## config.mk

```make
export PLATFORM = sky130hd
export DESIGN_NAME = spectrum_to_voxel_bar_graph_flat
export DESIGN_NICKNAME = d
export VERILOG_FILES = /design/src/hdl/svbg_pkg.sv /design/src/hdl/svbg_band_if.sv /design/src/hdl/svbg_layer_if.sv /design/src/hdl/svbg_bars.sv /design/src/hdl/svbg_layers.sv /design/src/hdl/svbg_emit.sv /design/src/hdl/spectrum_to_voxel_bar_graph.sv /design/src/flat_wrapper.sv
export SDC_FILE = /design/constraint.sdc
export NUM_CORES = 1
export LEC_CHECK = 0
export ABC_AREA = 1
export BUFFER_PORTS_ARGS = -buffer_cell sky130_fd_sc_hd__buf_2
export CAP_MARGIN = 20
export CORE_MARGIN = 3
export CORE_UTILIZATION = 35
export CTS_CLUSTER_SIZE = 10
export DETAILED_ROUTE_END_ITERATION = 7
export PLACE_DENSITY = 0.56
export SYNTH_ARGS = -nofsm -noshare
export SYNTH_HDL_FRONTEND = slang
export SYNTH_SLANG_ARGS = --single-unit
export TNS_END_PERCENT = 100
```

## constraint.sdc

```tcl
create_clock -name clk_i -period 50 [get_ports clk_i]
set_input_delay 7.5 -clock clk_i [delete_from_list [all_inputs] [get_ports clk_i]]
set_output_delay 7.5 -clock clk_i [all_outputs]
set_load 0.1 [all_outputs]
```

## src/hdl/svbg_pkg.sv

```systemverilog
package svbg_pkg;

  localparam int unsigned NumBands = 7;
  localparam int unsigned LinDiv   = 31;
  localparam int unsigned CfgIdxW  = 1;
  localparam int unsigned CfgDataW = 8;

  localparam logic [CfgIdxW-1:0] CfgMode = 1'b0;
  localparam logic [CfgIdxW-1:0] CfgGate = 1'b1;

  localparam logic [2:0] ModeLinOne   = 3'd0;
  localparam logic [2:0] ModeLinAll   = 3'd1;
  localparam logic [2:0] ModeStanding = 3'd2;
  localparam logic [2:0] ModeFloor    = 3'd3;
  localparam logic [2:0] ModeLogLin   = 3'd4;
  localparam logic [2:0] ModeLogOne   = 3'd5;
  localparam logic [2:0] ModeLogAll   = 3'd6;
  localparam logic [2:0] ModeNone     = 3'd7;

  localparam logic [2:0] GateReset = 3'd0;
  localparam logic [7:0] ThrReset  = 8'd18;

  localparam logic [7:0] LogSteps [8] = '{2, 4, 8, 16, 31, 63, 125, 250};
  localparam logic [2:0] Col0Y [8] = '{0, 0, 1, 2, 2, 3, 4, 4};
  localparam logic [2:0] FloorMap [8][8] = '{
    '{0, 0, 1, 1, 2, 2, 3, 3},
    '{0, 1, 1, 2, 2, 3, 3, 4},
    '{1, 1, 2, 2, 3, 3, 4, 4},
    '{2, 2, 2, 3, 3, 4, 4, 5},
    '{2, 2, 3, 3, 4, 4, 5, 5},
    '{3, 3, 3, 4, 4, 5, 5, 6},
    '{3, 3, 4, 4, 5, 5, 6, 6},
    '{4, 4, 5, 5, 5, 6, 6, 6}
  };

  typedef logic [NumBands-1:0][7:0] bands_t;
  typedef logic [7:0][63:0] frame_t;

  typedef struct packed {
    logic [NumBands-1:0][7:0] lin;
    logic [NumBands-1:0][7:0] lg;
    logic [7:0]               c0_lin;
    logic [7:0]               c0_log;
  } bars_t;

  function automatic logic [3:0] lin_height(logic [7:0] lv);
    logic [3:0] h;
    h = 4'd0;
    for (int k = 1; k <= 8; k++) begin
      if (lv >= 8'(LinDiv * k)) h = h + 4'd1;
    end
    return h;
  endfunction

  function automatic logic [3:0] log_height(logic [7:0] lv);
    logic [3:0] h;
    h = 4'd0;
    for (int k = 0; k < 8; k++) begin
      if (lv > LogSteps[k]) h = h + 4'd1;
    end
    return h;
  endfunction

  function automatic logic [7:0] bar_mask(logic [3:0] h);
    logic [7:0] m;
    for (int k = 0; k < 8; k++) begin
      m[k] = (4'(k) < h);
    end
    return m;
  endfunction

  function automatic logic [7:0] col0_mask(logic [3:0] h);
    logic [7:0] m;
    m = '0;
    for (int k = 0; k < 8; k++) begin
      if (4'(k) < h) m[Col0Y[k]] = 1'b1;
    end
    return m;
  endfunction

  function automatic logic [63:0] upright(logic [NumBands-1:0][7:0] bm, logic [7:0] c0);
    logic [63:0] l;
    for (int y = 0; y < 8; y++) begin
      l[y*8] = c0[y];
      for (int i = 0; i < NumBands; i++) begin
        l[y*8+i+1] = bm[i][y];
      end
    end
    return l;
  endfunction

endpackage

```

## src/hdl/svbg_band_if.sv

```systemverilog
interface svbg_band_if;
  logic       valid;
  logic       ready;
  logic [7:0] band_0;
  logic [7:0] band_1;
  logic [7:0] band_2;
  logic [7:0] band_3;
  logic [7:0] band_4;
  logic [7:0] band_5;
  logic [7:0] band_6;

  modport source (
    output valid, band_0, band_1, band_2, band_3, band_4, band_5, band_6,
    input  ready
  );
  modport sink (
    input  valid, band_0, band_1, band_2, band_3, band_4, band_5, band_6,
    output ready
  );
endinterface

```

## src/hdl/svbg_layer_if.sv

```systemverilog
interface svbg_layer_if;
  logic        valid;
  logic        ready;
  logic [2:0]  layer_index;
  logic [63:0] layer_bits;
  logic        last_layer;

  modport source (
    output valid, layer_index, layer_bits, last_layer,
    input  ready
  );
  modport sink (
    input  valid, layer_index, layer_bits, last_layer,
    output ready
  );
endinterface

```

## src/hdl/svbg_bars.sv

```systemverilog
module svbg_bars (
  input  svbg_pkg::bands_t bands_i,
  input  logic [7:0]       thr_i,
  output svbg_pkg::bars_t  bars_o
);

  logic [10:0]      sum;
  logic [10:0]      thr7;
  logic             gated;
  svbg_pkg::bands_t lv;

  always_comb begin
    sum = '0;
    for (int i = 0; i < svbg_pkg::NumBands; i++) begin
      sum = sum + 11'(bands_i[i]);
    end
    // floor(sum/7) < thr is the same as sum < 7*thr
    thr7  = {thr_i, 3'b000} - 11'(thr_i);
    gated = (sum < thr7);
    lv    = gated ? '0 : bands_i;
    for (int i = 0; i < svbg_pkg::NumBands; i++) begin
      bars_o.lin[i] = svbg_pkg::bar_mask(svbg_pkg::lin_height(lv[i]));
      bars_o.lg[i]  = svbg_pkg::bar_mask(svbg_pkg::log_height(lv[i]));
    end
    bars_o.c0_lin = svbg_pkg::col0_mask(svbg_pkg::lin_height(lv[0]));
    bars_o.c0_log = svbg_pkg::col0_mask(svbg_pkg::log_height(lv[0]));
  end

endmodule

```

## src/hdl/svbg_layers.sv

```systemverilog
module svbg_layers (
  input  logic [2:0]       mode_i,
  input  svbg_pkg::bars_t  bars_i,
  output svbg_pkg::frame_t frame_o
);

  logic [63:0] up_lin;
  logic [63:0] up_log;

  assign up_lin = svbg_pkg::upright(bars_i.lin, bars_i.c0_lin);
  assign up_log = svbg_pkg::upright(bars_i.lg, bars_i.c0_log);

  always_comb begin
    frame_o = '0;
    unique case (mode_i)
      svbg_pkg::ModeLinOne: frame_o[7] = up_lin;
      svbg_pkg::ModeLinAll: begin
        for (int z = 0; z < 8; z++) frame_o[z] = up_lin;
      end
      svbg_pkg::ModeStanding: begin
        for (int z = 0; z < 8; z++) begin
          for (int r = 2; r < 6; r++) begin
            frame_o[z][r*8] = bars_i.c0_lin[z];
            for (int i = 0; i < svbg_pkg::NumBands; i++) begin
              frame_o[z][r*8+i+1] = bars_i.lin[i][z];
            end
          end
        end
      end
      svbg_pkg::ModeFloor: begin
        for (int x = 0; x < 8; x++) begin
          for (int z = 0; z < 8; z++) begin
            for (int y = 0; y < 8; y++) begin
              frame_o[z][y*8+x] = bars_i.lin[svbg_pkg::FloorMap[x][z]][y];
            end
          end
        end
      end
      svbg_pkg::ModeLogLin: begin
        frame_o[2] = up_log;
        frame_o[5] = up_lin;
      end
      svbg_pkg::ModeLogOne: frame_o[7] = up_log;
      svbg_pkg::ModeLogAll: begin
        for (int z = 0; z < 8; z++) frame_o[z] = up_log;
      end
      default: frame_o = '0;
    endcase
  end

endmodule

```

## src/hdl/svbg_emit.sv

```systemverilog
module svbg_emit (
  input  logic             clk_i,
  input  logic             rst_ni,
  input  logic             load_valid_i,
  output logic             load_ready_o,
  input  svbg_pkg::frame_t frame_i,
  svbg_layer_if.source     layer_o
);

  logic             vld_q;
  logic [2:0]       cnt_q;
  svbg_pkg::frame_t frame_q;
  logic             beat;
  logic             last;
  logic             load;

  assign last         = (cnt_q == 3'd7);
  assign beat         = vld_q && layer_o.ready;
  assign load_ready_o = !vld_q || (beat && last);
  assign load         = load_valid_i && load_ready_o;

  assign layer_o.valid       = vld_q;
  assign layer_o.layer_index = cnt_q;
  assign layer_o.layer_bits  = frame_q[0];
  assign layer_o.last_layer  = last;

  always_ff @(posedge clk_i or negedge rst_ni) begin
    if (!rst_ni) begin
      vld_q <= 1'b0;
      cnt_q <= '0;
    end else if (load) begin
      vld_q <= 1'b1;
      cnt_q <= '0;
    end else if (beat) begin
      vld_q <= !last;
      cnt_q <= cnt_q + 3'd1;
    end
  end

  // the layer being offered always sits at the bottom of the frame register
  always_ff @(posedge clk_i) begin
    if (load) begin
      frame_q <= frame_i;
    end else if (beat) begin
      frame_q <= {64'b0, frame_q[7:1]};
    end
  end

endmodule

```

## src/hdl/spectrum_to_voxel_bar_graph.sv

```systemverilog
// Spectrum bar graph for an 8x8x8 voxel cube. Each input beat carries seven
// band levels and yields one frame of eight output beats, layers 0 to 7 in
// order with last_layer on layer 7; mode 7 yields no beats. The frame is
// computed combinationally from an input register into a frame register, so
// the output port sets the pace, with the next input beat already taken while
// a frame drains. An input beat passes through the input register and
// then the frame register before its first layer is offered. Write mode
// and gate_threshold only while the block is idle.
module spectrum_to_voxel_bar_graph (
  input  logic                            clk_i,
  input  logic                            rst_ni,
  input  logic                            cfg_we_i,
  input  logic [svbg_pkg::CfgIdxW-1:0]    cfg_idx_i,
  input  logic [svbg_pkg::CfgDataW-1:0]   cfg_wdata_i,
  svbg_band_if.sink                       band_i,
  svbg_layer_if.source                    layer_o
);

  logic [2:0]       mode_q;
  logic [7:0]       thr_q;
  logic             in_vld_q;
  svbg_pkg::bands_t bands_q;
  logic             advance;
  logic             load_valid;
  logic             load_ready;
  svbg_pkg::bars_t  bars;
  svbg_pkg::frame_t frame;

  always_ff @(posedge clk_i or negedge rst_ni) begin
    if (!rst_ni) begin
      mode_q <= svbg_pkg::GateReset;
      thr_q  <= svbg_pkg::ThrReset;
    end else if (cfg_we_i) begin
      unique case (cfg_idx_i)
        svbg_pkg::CfgMode: mode_q <= cfg_wdata_i[2:0];
        svbg_pkg::CfgGate: thr_q  <= cfg_wdata_i[7:0];
        default: ;
      endcase
    end
  end

  assign load_valid   = in_vld_q && (mode_q != svbg_pkg::ModeNone);
  assign advance      = in_vld_q && (load_ready || (mode_q == svbg_pkg::ModeNone));
  assign band_i.ready = !in_vld_q || advance;

  always_ff @(posedge clk_i or negedge rst_ni) begin
    if (!rst_ni) begin
      in_vld_q <= 1'b0;
    end else if (band_i.valid && band_i.ready) begin
      in_vld_q <= 1'b1;
    end else if (advance) begin
      in_vld_q <= 1'b0;
    end
  end

  always_ff @(posedge clk_i) begin
    if (band_i.valid && band_i.ready) begin
      bands_q <= {band_i.band_6, band_i.band_5, band_i.band_4, band_i.band_3,
                  band_i.band_2, band_i.band_1, band_i.band_0};
    end
  end

  svbg_bars u_bars (
    .bands_i (bands_q),
    .thr_i   (thr_q),
    .bars_o  (bars)
  );

  svbg_layers u_layers (
    .mode_i  (mode_q),
    .bars_i  (bars),
    .frame_o (frame)
  );

  svbg_emit u_emit (
    .clk_i        (clk_i),
    .rst_ni       (rst_ni),
    .load_valid_i (load_valid),
    .load_ready_o (load_ready),
    .frame_i      (frame),
    .layer_o      (layer_o)
  );

  a_layer_step: assert property (@(posedge clk_i) disable iff (!rst_ni)
    (layer_o.valid && layer_o.ready && !layer_o.last_layer) |=>
      (layer_o.valid && layer_o.layer_index == $past(layer_o.layer_index) + 3'd1))
    else $error("layer sequence broken inside a frame");

  a_frame_start: assert property (@(posedge clk_i) disable iff (!rst_ni)
    (layer_o.valid && layer_o.ready && layer_o.last_layer) |=>
      (!layer_o.valid || layer_o.layer_index == 3'd0))
    else $error("new frame does not start at layer zero");

  a_hold_input: assert property (@(posedge clk_i) disable iff (!rst_ni)
    (in_vld_q && layer_o.valid && !(layer_o.ready && layer_o.last_layer) &&
     mode_q != svbg_pkg::ModeNone) |-> !band_i.ready)
    else $error("input taken while the held item cannot move on");

endmodule

```

## src/flat_wrapper.sv

```systemverilog
// flat-port wrapper written by rule: the top's interface ports become plain ports
module spectrum_to_voxel_bar_graph_flat 
  (clk_i, rst_ni, cfg_we_i, cfg_idx_i, cfg_wdata_i, band_i_valid, band_i_band_0, band_i_band_1, band_i_band_2, band_i_band_3, band_i_band_4, band_i_band_5, band_i_band_6, band_i_ready, layer_o_valid, layer_o_layer_index, layer_o_layer_bits, layer_o_last_layer, layer_o_ready);
  svbg_band_if band_i_i ();
  svbg_layer_if layer_o_i ();
  input  logic clk_i;
  input  logic rst_ni;
  input  logic cfg_we_i;
  input  logic [svbg_pkg::CfgIdxW-1:0] cfg_idx_i;
  input  logic [svbg_pkg::CfgDataW-1:0] cfg_wdata_i;
  input wire logic [$bits(band_i_i.valid)-1:0] band_i_valid;
  input wire logic [$bits(band_i_i.band_0)-1:0] band_i_band_0;
  input wire logic [$bits(band_i_i.band_1)-1:0] band_i_band_1;
  input wire logic [$bits(band_i_i.band_2)-1:0] band_i_band_2;
  input wire logic [$bits(band_i_i.band_3)-1:0] band_i_band_3;
  input wire logic [$bits(band_i_i.band_4)-1:0] band_i_band_4;
  input wire logic [$bits(band_i_i.band_5)-1:0] band_i_band_5;
  input wire logic [$bits(band_i_i.band_6)-1:0] band_i_band_6;
  output wire logic [$bits(band_i_i.ready)-1:0] band_i_ready;
  output wire logic [$bits(layer_o_i.valid)-1:0] layer_o_valid;
  output wire logic [$bits(layer_o_i.layer_index)-1:0] layer_o_layer_index;
  output wire logic [$bits(layer_o_i.layer_bits)-1:0] layer_o_layer_bits;
  output wire logic [$bits(layer_o_i.last_layer)-1:0] layer_o_last_layer;
  input wire logic [$bits(layer_o_i.ready)-1:0] layer_o_ready;
  assign band_i_i.valid = band_i_valid;
  assign band_i_i.band_0 = band_i_band_0;
  assign band_i_i.band_1 = band_i_band_1;
  assign band_i_i.band_2 = band_i_band_2;
  assign band_i_i.band_3 = band_i_band_3;
  assign band_i_i.band_4 = band_i_band_4;
  assign band_i_i.band_5 = band_i_band_5;
  assign band_i_i.band_6 = band_i_band_6;
  assign band_i_ready = band_i_i.ready;
  assign layer_o_valid = layer_o_i.valid;
  assign layer_o_layer_index = layer_o_i.layer_index;
  assign layer_o_layer_bits = layer_o_i.layer_bits;
  assign layer_o_last_layer = layer_o_i.last_layer;
  assign layer_o_i.ready = layer_o_ready;
  spectrum_to_voxel_bar_graph u_core (.clk_i(clk_i), .rst_ni(rst_ni), .cfg_we_i(cfg_we_i), .cfg_idx_i(cfg_idx_i), .cfg_wdata_i(cfg_wdata_i), .band_i(band_i_i), .layer_o(layer_o_i));
endmodule
```

# Word-level counts from Yosys, hierarchy flattened
# Cells that the tools add are included.
[word_totals]
elab_cells = 541
output_inout_bits = 70
ff_bits = 584
[classes]
n_reduce_logical = 21
bitwise_logic = 1
n_eq_ne = 9
mux = 159
n_lt_le_gt_ge = 225
add_sub_neg = 106
[ops]
columns = ["op", "count"]
rows = [
  ["two-way mux 512 bit", 2],
  ["case mux 32 bit (4 select lines)", 8],
  ["case mux 16 bit (3 select lines)", 12],
  ["adder 4 x 1 -> 4 bit, second input constant", 98],
  ["two-way mux 4 bit", 98],
  ["greater-or-equal comparator 8 bit, second input constant", 28],
  ["less-than comparator 3 x 4 -> 1 bit, first input constant", 56],
  ["case mux 32 bit (3 select lines)", 2],
  ["greater-or-equal comparator 8 x 7 -> 1 bit, second input constant", 14],
  ["greater-than comparator 8 x 5 -> 1 bit, second input constant", 14],
  ["less-than comparator 1 x 4 -> 1 bit, first input constant", 28],
  ["less-than comparator 2 x 4 -> 1 bit, first input constant", 28],
  ["greater-or-equal comparator 8 x 5 -> 1 bit, second input constant", 7],
  ["greater-or-equal comparator 8 x 6 -> 1 bit, second input constant", 7],
  ["greater-than comparator 8 x 2 -> 1 bit, second input constant", 7],
  ["greater-than comparator 8 x 3 -> 1 bit, second input constant", 7],
  ["greater-than comparator 8 x 4 -> 1 bit, second input constant", 7],
  ["greater-than comparator 8 x 6 -> 1 bit, second input constant", 7],
  ["greater-than comparator 8 x 7 -> 1 bit, second input constant", 7],
  ["greater-than comparator 8 bit, second input constant", 7],
  ["two-way mux 56 bit", 1],
  ["two-way mux 1 bit", 34],
  ["adder 11 x 8 -> 11 bit", 3],
  ["equality test 3 bit, second input constant", 5],
  ["18 further kinds", 34],
]

# Longest topological paths before layout
[depth]
word_depth = 29
mapped_depth = 65

# By module
# A second synthesis with hierarchy kept.
[hier_totals]
hier_cells = 6522
hier_area_um2 = 46228.1
[modules_own_cells]
columns = ["mod", "cells_per_inst", "area_per_inst_um2", "n_inst"]
rows = [
  ["svbg_emit", 2231, 22935.7, 1],
  ["svbg_bars", 2824, 14795.4, 1],
  ["svbg_layers", 1356, 6313.6, 1],
  ["spectrum_to_voxel_bar_graph", 111, 2183.3, 1],
]

# Worst setup path before layout
# No wires, ideal clock.
[synth_path]
path_kind = "flip-flop to flip-flop"
startpoint = "register u_core.u_emit.vld_q (netlist: u_core.u_emit.layer_o.valid)"
endpoint = "register u_core.u_emit.cnt_q[0] (netlist: u_core.u_emit.layer_o.layer_index[0])"
path_stages_with_launch = 4
path_buffers = 0
synth_period_minus_slack_ps = 39279
setup_ps = 329
setup_slack_ps = 10721
required_ps = 49671
arrival_ps = 38951
path_cell_list = "dfrtp_1 o21ai_0 nand2_1 mux2i_1"
[synth_between]
elab_chain_cells = 5
[synth_rtl]
columns = ["item", "line_no", "rtl"]
rows = [
  ["from (decl)", "svbg_emit.sv:10", "logic vld_q;"],
  ["from (signal assigned)", "svbg_emit.sv:35", "vld_q <= !last;"],
  ["logical AND 1 bit", "svbg_emit.sv:18", "assign beat = vld_q && layer_o.ready;"],
  ["logical AND 1 bit", "svbg_emit.sv:19", "assign load_ready_o = !vld_q || (beat && last);"],
  ["logical OR 1 bit", "svbg_emit.sv:19", ""],
  ["logical AND 1 bit", "svbg_emit.sv:20", "assign load = load_valid_i && load_ready_o;"],
  ["two-way mux 3 bit / nonzero test 2 bit (equally long branches)", "--", ""],
  ["to (signal assigned)", "svbg_emit.sv:36", "cnt_q <= cnt_q + 3'd1;"],
  ["to (decl)", "svbg_emit.sv:11", "logic [2:0] cnt_q;"],
]
# Parallel ways exist; a longest one is shown, timed or not.
# A chain may end at the register's enable or synchronous reset.

# Worst setup path after layout
[layout_path]
startpoint = "input layer_o_ready"
endpoint = "output band_i_ready"
[layout_between]
elab_chain_cells = 6
[layout_rtl]
columns = ["item", "line_no", "rtl"]
rows = [
  ["from (decl)", "flat_wrapper.sv:24", "input wire logic [$bits(layer_o_i.ready)-1:0] layer_o_ready;"],
  ["logical AND 1 bit", "svbg_emit.sv:18", ""],
  ["logical AND 1 bit", "svbg_emit.sv:19", ""],
  ["logical OR 1 bit", "svbg_emit.sv:19", ""],
  ["logical OR 1 bit", "spectrum_to_voxel_bar_graph.sv:43", "assign advance = in_vld_q && (load_ready || (mode_q == svbg_pkg::ModeNone));"],
  ["logical AND 1 bit", "spectrum_to_voxel_bar_graph.sv:43", ""],
  ["logical OR 1 bit", "spectrum_to_voxel_bar_graph.sv:44", "assign band_i.ready = !in_vld_q || advance;"],
  ["to (decl)", "flat_wrapper.sv:19", "output wire logic [$bits(band_i_i.ready)-1:0] band_i_ready;"],
]
# No other way between the ends.

==> reports/results.txt <==
Crit path time final: 16.22 ns
Hpwl dp: 89,900 um
Arr. time, crit path: 8.72 ns
# resized after CTS: 0
Number of setup buffers added after CTS: 0
Setup violators final: 0
Post-synthesis xor/xnor area fraction: 0.943%
Placer Congestion: 0.887
RSZ-0062 raised after global routing: false
Cell Chain, Critical Path: buf_2 > a21boi_0 > nand2_1 > buf_2
Worst-Skew Late Latency: 0.65 ns
CTS sink cnt: 584
Worst Path Max Fanout: 4
Final period util: 32.4%
FF+latch count, synth: 584
Worst Setup Start Kind: input pin
Status: finished clean
Slew HR: 16.8%
Area grow syn2layout: 9.70%
Root Buffer: clkbuf_16
DRC viols: 0
# nets final: 5,946
Total negative slack: 0 ns
HP Class: reg -> reg
Initial Util: 35.6%
Post-synth EDFFs: 568
Num CTS Buffers: 76
Vias in the first global route: 33,600
Number of max-cap violations: 0
Total track usage: 20.3%
Multiplexer area fraction after synthesis: 0.0240%
CP Class: in -> out
Pins Over Slew Limit: 0
Top-Level Pins: 140
Max Fclk: 0.0616 GHz
Final antenna-violating net count: 0
Mean Syn Cell Area: 7.32 sq um
Wire per inst: 17.4 um
First-pass GRT wire length: 196,000 um
Drt via density: 5.04
Unique masters post-synth: 62
H-tree depth: 3
Critical path's most frequent cell: buf_2
Clk_skew: 0.0273 ns
Post-synthesis sequential area ratio: 41.9%
Primary FF master, synth: edfxtp_1
TritonCTS clock tree: yes
Placed cell areas: 43,400 sq um
Post-synth ARST share: 2.74%
Vias: 36,700
DIE HEIGHT: 351 um
Crit-path slowest cell: a21boi_0
Worst Hold Margin: 0.503 ns
Hold Vio Cnt, Final: 0
Synthesized cell area: 41,700 sq um
Largest family of logic cells by synthesized area: simple AND/OR/NAND/NOR gates
Die area: 123,000 sq um
Clock Tree Buf Depth: 3
Share of cells above drive strength 1: 8.99%
Synth Area in Adders: 5.55%
Detailed Route WL: 127,000 um
Largest net degree at the start of global routing: 205
Detailed Route Iter0 Violations: 3,435
Reg clk slew, reported paths: 0.05 ns
Syn Nets: 5,930
Compound-Gate Fraction of Synth Area: 6.94%
Slew @ Worst Pin: 1.25 ns
Simple-gate share of the synthesized area: 35.9%
Req. time, crit path: 42.50 ns
Drt first pass iters: 6
Port bufs: 139
Crit-path max cell delay: 0.63 ns
Grt ovf: 0
Syn Inst Count: 5,698
Core area: 117,000 sq um
Ys Warns: 0
CP endpoint kind: output pin
Design Area, Final: 45,700 sq um
# rows: 125
Antenna violations before repair: 1
Die width: 351 um
Cts hold-fix bufs: 0
## synthesized netlist by cell type (all sizes together), types with 3 or more instances
cell,instances,share of area [%]
o41ai,3,0.063
edfxtp,568,41
nor4,3,0.045
nand2,2607,24
buf,105,1.8
a21o,7,0.13
xnor2,13,0.37
a22oi,3,0.054
o21bai,3,0.054
a211oi,4,0.072
a21oi,109,1.3
nor3,13,0.16
o221ai,3,0.063
o211ai,11,0.20
nand3,525,7.0
and2,11,0.17
or2,27,0.41
clkinv,3,0.027
nand3b,16,0.37
ha,124,3.7
clkbuf,121,1.1
inv,641,5.8
fa,38,1.8
nand4,86,1.3
o31ai,6,0.12
nor2,233,2.3
xor2,22,0.57
a31oi,26,0.39
dfrtp,14,0.84
a41oi,6,0.13
o21ai,336,4.2
a21boi,5,0.090
## kinds of logic (layout without fill, tap and decap cells)
family                   Yosys count  in the layout
AO/OA/AOI/OAI                    525            525
XOR/XNOR                          35             35
adder cells (fa/ha/maj)          162            162
buffers and inverters            870            931
flip-flops                       584            584
multiplexers                       1              1
other                              0              1
AND/OR/NAND/NOR                 3521           3521
## layout by cell type, fill, tap and decap left out, drive strengths merged, types with 86 or more instances in the layout
cell	Yosys	layout
o21ai	336	336
nor2	233	233
clkbuf	121	98
inv	641	643
nand3	525	525
a21oi	109	109
nand4	86	86
buf	105	164
edfxtp	568	568
ha	124	124
nand2	2607	2607
## flip-flops by register name (all words and copies together), names as in the netlist
name	flops
u_core.bands_q	56
u_core.u_emit.frame_q	448
u_core.mode_q	3
u_core.u_emit.layer_o.layer_index	3
u_core.u_emit.layer_o.layer_bits	64
u_core.u_emit.layer_o.valid	1
u_core.thr_q	8
u_core.in_vld_q	1
## metal layers
| layer | wire (um) | up-vias | track usage [%] |
|---|---|---|---|
| li1 | - | 18500 | - |
| met1 | 59000 | 17000 | 28.8 |
| met2 | 55400 | 1091 | 31.5 |
| met3 | 8320 | 152 | 3.31 |
| met4 | 3840 | 2 | 6.31 |
| met5 | 7 | - | 0 |
## metrics by stage
step	utilization [%]	worst slack, ns	instances
final	39.0	33.78	7284
after CTS	39.0	33.78	7283
after global placement	37.1	33.75	7160
after floorplan	-	10.72	5698
after global routing	39.0	33.72	7283
after detailed placement	37.1	33.78	7160
## cell type report
class	count	area [sq um]
fill	12100	71400
multi-input combinational	4244	20700
sequential	584	17500
inverter	644	2430
clock buffer	98	2020
tap	1524	1910
timing repair buffer	164	933
clock inverter	25	298
antenna	1	2.50
## path summary, 6_finish.rpt
check	startpoint	endpoint	slack, ns	cells after the start
max	layer_o_ready	band_i_ready	33.78	4
min	u_core.thr_q[4]	u_core.thr_q[4]	0.50	2
max reg2reg	u_core.bands_q[11]	u_core.u_emit.layer_o.layer_bits[31]	37.79	56
min reg2reg	u_core.thr_q[4]	u_core.thr_q[4]	0.50	2
max in group asynchronous	rst_ni	u_core.thr_q[1]	42.92	1
min in group asynchronous	rst_ni	u_core.u_emit.layer_o.valid	6.76	1
## critical path, delay by kind of cell
kind | cells | cell delay, ns
AO/OA/AOI/OAI | 1 | 0.63
buffers and inverters | 2 | 0.43
AND/OR/NAND/NOR | 1 | 0.16
Power is not shown: default switching activity piles up to over one toggle a cycle in this logic, so the estimate is an artifact.
